## config.mk

```make
export PLATFORM = sky130hd
export DESIGN_NAME = short_burst_energy_detector
export DESIGN_NICKNAME = d
export VERILOG_FILES = /design/src/rtl/sbed_pkg.sv /design/src/rtl/sbed_cfg.sv /design/src/rtl/sbed_core.sv /design/src/rtl/sbed_out_buf.sv /design/src/rtl/short_burst_energy_detector.sv
export SDC_FILE = /design/constraint.sdc
export NUM_CORES = 1
export LEC_CHECK = 0
export BUFFER_PORTS_ARGS = -buffer_cell sky130_fd_sc_hd__buf_2
export CAP_MARGIN = 20
export CELL_PAD_IN_SITES_DETAIL_PLACEMENT = 0
export CELL_PAD_IN_SITES_GLOBAL_PLACEMENT = 1
export CORE_UTILIZATION = 43
export DETAILED_ROUTE_END_ITERATION = 10
export GPL_TIMING_DRIVEN = 0
export MAX_ROUTING_LAYER = met4
export PLACE_DENSITY = 0.74
export RECOVER_POWER = 100
export SLEW_MARGIN = 20
export SYNTH_ARGS = -nofsm -noshare
export SYNTH_HDL_FRONTEND = slang
export SYNTH_SLANG_ARGS = --single-unit
```

## constraint.sdc

```tcl
create_clock -name clk -period 4.2 [get_ports clk]
set_input_delay 0.63 -clock clk [delete_from_list [all_inputs] [get_ports clk]]
set_output_delay 0.63 -clock clk [all_outputs]
set_load 0.02 [all_outputs]
```

## src/rtl/sbed_pkg.sv

```systemverilog
// Shared types, codes and constants for the short burst energy detector.
`default_nettype none

package sbed_pkg;

	// Width of one frame energy value and of the tracked base level.
	localparam int ENERGY_BITS = 16;
	localparam int COUNT_BITS  = 6;
	localparam int LIMIT_BITS  = 5;
	localparam int MARGIN_BITS = 8;
	localparam int CFG_IDX_BITS  = 3;
	localparam int CFG_DATA_BITS = 8;

	typedef logic [ENERGY_BITS-1:0] energy_t;
	typedef logic [ENERGY_BITS:0]   energy_wide_t;
	typedef logic [COUNT_BITS-1:0]  count_t;
	typedef logic [LIMIT_BITS-1:0]  limit_t;
	typedef logic [MARGIN_BITS-1:0] margin_t;

	// Detector phases.
	typedef enum logic [1:0] {
		PH_SETTLE = 2'd0,
		PH_ARMED  = 2'd1,
		PH_BURST  = 2'd2,
		PH_TAIL   = 2'd3
	} phase_t;

	// Verdict codes; code 3 carries no meaning.
	typedef enum logic [1:0] {
		V_NONE    = 2'd0,
		V_CONFIRM = 2'd1,
		V_REJECT  = 2'd2
	} verdict_t;

	// Request types.
	localparam logic REQ_FRAME = 1'b0;
	localparam logic REQ_QUERY = 1'b1;

	// Configuration register indexes.
	localparam logic [CFG_IDX_BITS-1:0] CFG_SIMPLE_MODE = 3'd0;
	localparam logic [CFG_IDX_BITS-1:0] CFG_QUIET       = 3'd1;
	localparam logic [CFG_IDX_BITS-1:0] CFG_BURST_MAX   = 3'd2;
	localparam logic [CFG_IDX_BITS-1:0] CFG_TAIL        = 3'd3;
	localparam logic [CFG_IDX_BITS-1:0] CFG_GRACE       = 3'd4;
	localparam logic [CFG_IDX_BITS-1:0] CFG_MARGIN      = 3'd5;
	localparam logic [CFG_IDX_BITS-1:0] CFG_REARM       = 3'd6;

	// Reset values of the configuration registers.
	localparam limit_t  RST_QUIET     = 5'd20;
	localparam limit_t  RST_BURST_MAX = 5'd8;
	localparam limit_t  RST_TAIL      = 5'd12;
	localparam limit_t  RST_GRACE     = 5'd3;
	localparam margin_t RST_MARGIN    = 8'd1;
	localparam limit_t  RST_REARM     = 5'd20;

	// Configuration as seen by the detector core.
	typedef struct packed {
		logic    simple_mode;
		limit_t  quiet_frames_needed;
		limit_t  burst_frames_max;
		limit_t  tail_frames_needed;
		limit_t  tail_grace_frames;
		margin_t level_margin;
		limit_t  rearm_frames;
	} cfg_t;

	// One result item.
	typedef struct packed {
		logic     query_valid;
		verdict_t verdict;
		phase_t   phase_now;
	} result_t;

endpackage

`default_nettype wire

```

## src/rtl/sbed_cfg.sv

```systemverilog
// Configuration register file of the short burst energy detector.
`default_nettype none

module sbed_cfg (
	input  wire logic                               clk,
	input  wire logic                               arst_n,
	input  wire logic                               cfg_valid,
	output logic                                    cfg_ready,
	input  wire logic [sbed_pkg::CFG_IDX_BITS-1:0]  cfg_index,
	input  wire logic [sbed_pkg::CFG_DATA_BITS-1:0] cfg_data,
	output sbed_pkg::cfg_t                          cfg
);
	import sbed_pkg::*;

	cfg_t cfg_q;
	logic wr;

	// Writes always complete in the cycle they are offered.
	assign cfg_ready = 1'b1;
	assign wr        = cfg_valid & cfg_ready;
	assign cfg       = cfg_q;

	// Register writes; an index beyond the list is dropped.
	always_ff @(posedge clk or negedge arst_n) begin
		if (!arst_n) begin
			cfg_q.simple_mode         <= 1'b0;
			cfg_q.quiet_frames_needed <= RST_QUIET;
			cfg_q.burst_frames_max    <= RST_BURST_MAX;
			cfg_q.tail_frames_needed  <= RST_TAIL;
			cfg_q.tail_grace_frames   <= RST_GRACE;
			cfg_q.level_margin        <= RST_MARGIN;
			cfg_q.rearm_frames        <= RST_REARM;
		end else if (wr) begin
			case (cfg_index)
				CFG_SIMPLE_MODE: cfg_q.simple_mode         <= cfg_data[0];
				CFG_QUIET:       cfg_q.quiet_frames_needed <= cfg_data[LIMIT_BITS-1:0];
				CFG_BURST_MAX:   cfg_q.burst_frames_max    <= cfg_data[LIMIT_BITS-1:0];
				CFG_TAIL:        cfg_q.tail_frames_needed  <= cfg_data[LIMIT_BITS-1:0];
				CFG_GRACE:       cfg_q.tail_grace_frames   <= cfg_data[LIMIT_BITS-1:0];
				CFG_MARGIN:      cfg_q.level_margin        <= cfg_data[MARGIN_BITS-1:0];
				CFG_REARM:       cfg_q.rearm_frames        <= cfg_data[LIMIT_BITS-1:0];
				default: ;
			endcase
		end
	end

endmodule

`default_nettype wire

```

## src/rtl/sbed_core.sv

```systemverilog
// Detector state registers and the single-pass per-item update logic.
`default_nettype none

module sbed_core (
	input  wire logic                   clk,
	input  wire logic                   arst_n,
	input  wire logic                   go,
	input  wire logic                   req_type,
	input  wire sbed_pkg::energy_t      frame_energy,
	input  wire sbed_pkg::cfg_t         cfg,
	output sbed_pkg::result_t           result
);
	import sbed_pkg::*;

	phase_t       phase_q, phase_d;
	energy_t      base_q, base_d;
	count_t       fc_q, fc_d;
	limit_t       rearm_q, rearm_d;
	count_t       fc_inc;
	energy_wide_t loud_ref;
	logic         loud;
	logic         below;
	verdict_t     verdict_c;
	logic         qv_c;

	// Loud compare is one bit wider so base plus margin never wraps.
	assign loud_ref = energy_wide_t'(base_q) + energy_wide_t'(cfg.level_margin);
	assign loud     = energy_wide_t'(frame_energy) > loud_ref;
	assign below    = frame_energy < base_q;
	assign fc_inc   = fc_q + count_t'(1);

	// Next state and result of the item offered this cycle.
	always_comb begin
		phase_d   = phase_q;
		base_d    = base_q;
		fc_d      = fc_q;
		rearm_d   = rearm_q;
		verdict_c = V_NONE;
		qv_c      = 1'b0;
		if (req_type == REQ_FRAME) begin
			if (cfg.simple_mode) begin
				phase_d = PH_SETTLE;
				fc_d    = '0;
				if (rearm_q != '0) begin
					rearm_d = rearm_q - limit_t'(1);
				end
			end else begin
				case (phase_q)
					PH_SETTLE: begin
						if (below) begin
							base_d = frame_energy;
							fc_d   = '0;
						end else if (loud) begin
							base_d = frame_energy - energy_t'(cfg.level_margin);
							fc_d   = '0;
						end else if (fc_inc > count_t'(cfg.quiet_frames_needed)) begin
							fc_d    = '0;
							phase_d = PH_ARMED;
						end else begin
							fc_d = fc_inc;
						end
					end
					PH_ARMED: begin
						if (below) begin
							base_d  = frame_energy;
							phase_d = PH_SETTLE;
							fc_d    = '0;
						end else if (loud) begin
							phase_d = PH_BURST;
							fc_d    = '0;
						end
					end
					PH_BURST: begin
						if (!loud) begin
							phase_d = PH_TAIL;
							fc_d    = '0;
						end else if (fc_inc > count_t'(cfg.burst_frames_max)) begin
							verdict_c = V_REJECT;
							phase_d   = PH_SETTLE;
							fc_d      = '0;
						end else begin
							fc_d = fc_inc;
						end
					end
					PH_TAIL: begin
						if (loud && (fc_q > count_t'(cfg.tail_grace_frames))) begin
							verdict_c = V_REJECT;
							phase_d   = PH_SETTLE;
							fc_d      = '0;
						end else if (fc_inc > count_t'(cfg.tail_frames_needed)) begin
							verdict_c = V_CONFIRM;
							phase_d   = PH_SETTLE;
							fc_d      = '0;
						end else begin
							fc_d = fc_inc;
						end
					end
					default: begin
						phase_d = PH_SETTLE;
						fc_d    = '0;
					end
				endcase
			end
		end else if (cfg.simple_mode) begin
			qv_c = 1'b1;
			if (rearm_q == '0) begin
				verdict_c = V_CONFIRM;
				rearm_d   = cfg.rearm_frames;
			end
		end else begin
			qv_c = (phase_q == PH_BURST) || (phase_q == PH_TAIL);
		end
	end

	// State registers advance on every transferred item.
	always_ff @(posedge clk or negedge arst_n) begin
		if (!arst_n) begin
			phase_q <= PH_SETTLE;
			base_q  <= '0;
			fc_q    <= '0;
			rearm_q <= '0;
		end else if (go) begin
			phase_q <= phase_d;
			base_q  <= base_d;
			fc_q    <= fc_d;
			rearm_q <= rearm_d;
		end
	end

	assign result.query_valid = qv_c;
	assign result.verdict     = verdict_c;
	assign result.phase_now   = phase_d;

	// The armed phase never carries a frame count.
	a_armed_count: assert property (@(posedge clk) disable iff (!arst_n)
		phase_q == PH_ARMED |-> fc_q == '0)
		else $error("frame count nonzero while armed");

	// Simple mode frames leave the detector settling.
	a_simple_settle: assert property (@(posedge clk) disable iff (!arst_n)
		go && req_type == REQ_FRAME && cfg.simple_mode |=> phase_q == PH_SETTLE)
		else $error("simple mode frame did not settle the detector");

	// Outside simple mode a confirmation only ends a tail.
	a_confirm_from_tail: assert property (@(posedge clk) disable iff (!arst_n)
		go && !cfg.simple_mode && verdict_c == V_CONFIRM |-> phase_q == PH_TAIL)
		else $error("confirmation outside the tail phase");

	// A simple mode confirmation reloads the rearm counter.
	a_rearm_load: assert property (@(posedge clk) disable iff (!arst_n)
		go && req_type == REQ_QUERY && cfg.simple_mode && rearm_q == '0
		|=> rearm_q == $past(cfg.rearm_frames))
		else $error("rearm counter not reloaded");

endmodule

`default_nettype wire

```

## src/rtl/sbed_out_buf.sv

```systemverilog
// Two-entry result buffer that decouples the output stall from the input side.
`default_nettype none

module sbed_out_buf (
	input  wire logic              clk,
	input  wire logic              arst_n,
	input  wire logic              push,
	input  wire sbed_pkg::result_t push_data,
	output logic                   full,
	output logic                   out_valid,
	input  wire logic              out_stall,
	output sbed_pkg::result_t      out_data
);
	import sbed_pkg::*;

	result_t   mem_q [2];
	logic      wr_ptr_q;
	logic      rd_ptr_q;
	logic [1:0] count_q;
	logic      pop;

	assign full      = count_q == 2'd2;
	assign out_valid = count_q != 2'd0;
	assign out_data  = mem_q[rd_ptr_q];
	assign pop       = out_valid & ~out_stall;

	// Entry storage needs no reset.
	always_ff @(posedge clk) begin
		if (push) begin
			mem_q[wr_ptr_q] <= push_data;
		end
	end

	// Pointers and fill level.
	always_ff @(posedge clk or negedge arst_n) begin
		if (!arst_n) begin
			wr_ptr_q <= 1'b0;
			rd_ptr_q <= 1'b0;
			count_q  <= 2'd0;
		end else begin
			if (push) begin
				wr_ptr_q <= ~wr_ptr_q;
			end
			if (pop) begin
				rd_ptr_q <= ~rd_ptr_q;
			end
			count_q <= count_q + 2'(push) - 2'(pop);
		end
	end

	// The fill level tracks pushes and pops.
	a_count_up: assert property (@(posedge clk) disable iff (!arst_n)
		push && !pop |=> count_q == $past(count_q) + 2'd1)
		else $error("fill level did not rise on push");

	// The buffer never holds more than two results.
	a_no_overflow: assert property (@(posedge clk) disable iff (!arst_n)
		full |-> !push)
		else $error("push into a full result buffer");

	// With one entry held, the pointers sit one apart.
	a_ptr_gap: assert property (@(posedge clk) disable iff (!arst_n)
		count_q == 2'd1 |-> wr_ptr_q != rd_ptr_q)
		else $error("pointer mismatch in result buffer");

endmodule

`default_nettype wire

```

## src/rtl/short_burst_energy_detector.sv

```systemverilog
// Top level of the short burst energy detector.
`default_nettype none

// Takes one item per clock unless stalled: a frame energy (req_type 0) or a
// validity query (req_type 1), and returns exactly one result per item. Each
// item is handled by combinational update logic against the state registers,
// so a new item is accepted every clock unless the input stalls; the result
// enters a two-entry output buffer and leaves it in order once earlier
// results have gone. The input stalls whenever both buffer entries are full.
// The configuration port accepts every write at once (ready is held high)
// and must only be used while no results are outstanding.
module short_burst_energy_detector (
	input  wire logic                               clk,
	input  wire logic                               arst_n,
	input  wire logic                               in_valid,
	output logic                                    in_stall,
	input  wire logic                               req_type,
	input  wire logic [sbed_pkg::ENERGY_BITS-1:0]   frame_energy,
	output logic                                    out_valid,
	input  wire logic                               out_stall,
	output logic                                    query_valid,
	output logic [1:0]                              verdict,
	output logic [1:0]                              phase_now,
	input  wire logic                               cfg_valid,
	output logic                                    cfg_ready,
	input  wire logic [sbed_pkg::CFG_IDX_BITS-1:0]  cfg_index,
	input  wire logic [sbed_pkg::CFG_DATA_BITS-1:0] cfg_data
);
	import sbed_pkg::*;

	cfg_t    cfg;
	result_t core_res;
	result_t buf_res;
	logic    full;
	logic    go;

	// An offered item transfers whenever the buffer has room.
	assign in_stall = full;
	assign go       = in_valid & ~in_stall;

	sbed_cfg u_cfg (
		.clk       (clk),
		.arst_n    (arst_n),
		.cfg_valid (cfg_valid),
		.cfg_ready (cfg_ready),
		.cfg_index (cfg_index),
		.cfg_data  (cfg_data),
		.cfg       (cfg)
	);

	sbed_core u_core (
		.clk          (clk),
		.arst_n       (arst_n),
		.go           (go),
		.req_type     (req_type),
		.frame_energy (frame_energy),
		.cfg          (cfg),
		.result       (core_res)
	);

	sbed_out_buf u_out_buf (
		.clk       (clk),
		.arst_n    (arst_n),
		.push      (go),
		.push_data (core_res),
		.full      (full),
		.out_valid (out_valid),
		.out_stall (out_stall),
		.out_data  (buf_res)
	);

	// Result fields to the output ports.
	assign query_valid = buf_res.query_valid;
	assign verdict     = buf_res.verdict;
	assign phase_now   = buf_res.phase_now;

endmodule

`default_nettype wire
```

==> impl_metrics.csv <==
group,metric,value,unit
status,status,"complete, but fails checks",
status,violations,"max-capacitance violations, max-slew violations",
sta,whs,501,ps
synth,syn_inst,591,
floorplan,fp-row-count,41,
sta,rsz0062_at_grt,"true",
floorplan,die_h,117,um
global_route,grt_overflow,0,
synth,ys_seq_area_share,35.3,%
worst_setup_path,crit_arrival,4310,ps
synth,synth_most_common_cell,"ha_1",
sta,fmax,247,MHz
routing,firstDrtPassIters,4,
sta,skew,9.30,ps
place,place_hpwl,9800,um
clocking,numClockSinks,77,
synth,synth_top_area_share,25.3,%
sta,finalHoldViolations,0,
synth,synth-edff-count,10,
routing,antenna_left,0,
clocking,cts_tree,"built",
sta,setup_viol,0,
clocking,numCtsBuffers,9,
routing,initialDrtViolationCount,235,
synth,yosysTopAreaCell,"dfrtp_1",
synth,yosysWarningCount,0,
routing,wl_per_cell,15.6,um
flow_run,maxCapViolations,1,
place,placed_area,6060,um2
global_route,grt_pass1_wl,21300,um
routing,via_count,4452,
synth,synth.distinct_cells,60,
global_route,grt_pass1_vias,4298,
synth,avgSynthCellArea,9.54,um2
synth,ys_ff_latch,77,
routing,drc,0,
routing,viasPerCell,5.33,
clocking,htreeDepth,3,
sta,tns,0,ps
worst_setup_path,worstPathRequired,4450,ps
clocking,cts_buffer_depth,2,
power,ir_worst_vdd,273,uV
sta,max_slew_margin,-28.4,%
cells_and_area,final_nets,764,
clocking,ctsHoldBuffers,0,
clocking,root_buffer,"clkbuf_16",
global_route,antenna_found_initial,0,
global_route,grt.total_usage,21.5,%
routing,drt_wl_total,13000,um
synth,synthTopCellsByArea,"dfrtp_1 (25%), ha_1 (16%), mux2_2 (6.6%)",
clocking,clk_pin_slew_worst_paths,60,ps
min_path,hold_class,"reg2reg",
floorplan,die_w,117,um
synth,syn-num-nets,697,
synth,synth-main-ff-cell,"dfrtp_1",
clocking,clk_latency,350,ps
power,p_per_area,682,nW/um2
place,gp_congestion,0.831,
sta,tightest_slew,1930,ps
worst_setup_path,start_kind,"flip-flop",
cells_and_area,num_antenna_cells,0,
power,p_leak,3.05,nW
worst_setup_path,worstPathMaxFanout,7,
cells_and_area,final_area,6710,um2
floorplan,start_util,44.3,%
cells_and_area,layout-drive-gt1-share,20.8,%
sta,post-route-period-util,96.6,%
global_route,grt_max_degree,36,
floorplan,boundaryPins,41,
floorplan,core-area,12700,um2
floorplan,dieArea,13600,um2
worst_setup_path,crit_type,"reg2reg",
sta,period_needed,4060,ps
synth,synth-async-reset-ratio,87.0,%
worst_setup_path,end_kind,"flip-flop",
synth,synth_commonest_cells,"ha_1 (71), dfrtp_1 (57), inv_1 (56)",
sta,slew_violations,33,
cells_and_area,area_growth,18.9,%
place,port_buffers,36,
synth,synth_area,5640,um2
[metrics by stage]
step | util, % | setup slack [ps] | instances | power, W
floorplan | - | 99.5 | 591 | 0.00285
global placement | 47.4 | -666 | 799 | 0.00332
detailed placement | 47.6 | -704 | 800 | 0.00338
CTS | 50.7 | 7.70 | 819 | 0.00431
global route | 52.7 | -66.2 | 835 | 0.00497
finish | 52.7 | 144 | 835 | 0.00457
[kinds of logic (layout without fill, tap and decap cells)]
group           count (synthesis)  after routing  share of synthesized area (%)
mux                            45             45                           8.74
fa+ha+maj                      73             73                           16.5
simple gates                  166            166                           15.3
flops                          77             77                           35.3
xor+xnor                       36             36                           5.59
compound gates                121            121                           13.5
other cells                     1              1                         0.0665
buf+inv                        72            144                           5.08
[per-layer routing]
metal	GRT usage [%]	wire length, um	vias up	share of wire, %
li1	-	-	2240	-
met1	28.2	6470	2122	50
met2	33.4	5840	70	45
met3	3.17	416	20	3.2
met4	8.63	288	0	2.2
met5	-	0	-	0
[power breakdown]
part / switching [W] / internal, W
logic: 0.00140 / 0.00116
clock network: 0.000326 / 0.000499
registers: 0.000164 / 0.00102
[placed cells by master (no fill, tap or decap), types with 3 or more instances in the layout]
cell	Yosys	final
a21oi_1	31	25
buf_2	0	27
nand2b_1	8	8
inv_1	56	56
a21o_1	4	4
o21ai_0	32	31
o21ai_1	9	8
nor2_1	27	27
o21a_1	4	4
dfstp_2	10	10
nand3_4	0	3
buf_6	1	3
a31oi_1	8	6
clkbuf_1	11	22
dfrtp_1	57	56
nand3_1	19	16
edfxtp_1	10	10
xnor2_1	27	27
clkbuf_16	0	10
and2_1	3	3
o211ai_1	6	6
and3_1	9	9
ha_1	71	68
o21bai_1	3	3
o22ai_1	5	5
a211o_1	3	3
nand2_1	48	48
a211oi_1	5	5
nor4_1	5	5
nand4b_1	3	3
buf_4	2	18
mux2i_1	11	10
nor2b_1	6	6
nor3_1	14	14
xor2_1	9	9
mux2_2	33	31
nand3b_1	6	6
a21oi_2	0	5
[critical path, stage by stage, from the launching register on]
cell,delay (ps)
dfrtp_2,420
ha_1,290
a21o_1,190
a21oi_2,150
o21bai_1,90
a21oi_2,180
o21ai_2,110
a31oi_2,160
buf_4,140
nor2_1,40
xnor2_1,120
ha_1,300
and3_1,200
nand3b_1,180
or3_4,400
and3_1,190
buf_6,150
a211oi_4,310
buf_4,160
o211ai_1,100
o311ai_2,80
[sequential cells by signal (all words and copies together), names as in the netlist]
register	count
u_out_buf.rd_ptr_q	1
u_cfg.cfg	34
u_out_buf.count_q	2
u_core.rearm_q	5
u_out_buf.mem_q	10
u_out_buf.wr_ptr_q	1
u_core.fc_q	6
u_core.base_q	16
u_core.phase_q	2
[path summary, 6_finish.rpt]
check                                   startpoint                  to  cells past startpoint  slack, ps
worst max-delay path                  u_cfg.cfg[6]      u_core.fc_q[2]                     20        140
worst min-delay path            u_out_buf.wr_ptr_q  u_out_buf.wr_ptr_q                      1        500
worst max register to register        u_cfg.cfg[6]      u_core.fc_q[2]                     20        140
worst min register to register  u_out_buf.wr_ptr_q  u_out_buf.wr_ptr_q                      1        500
max in group asynchronous                   arst_n       u_cfg.cfg[28]                      1       2270
min in group asynchronous                   arst_n    u_core.base_q[9]                      1        810
[layout make-up]
cell class,count,area (um2)
fillers,1196,6020
repair buffers,56,339
plain buffers,15,85.1
clock inverters,4,55.1
flip-flops and latches,77,1990
inverters,57,214
well taps,172,215
clock buffers,12,258
multi-input cells,442,3550
[repair_timing]
action | in CTS | in global routing
endpoints found under the setup margin | 32 | 28
hold endpoints to repair | 0 | 0
gates resized for setup | 14 | 26
pin swaps | 2 | 19
setup buffers | 3 | 16
cloned | 0 | 0
No activity file was read; power rests on OpenSTA's default activity.
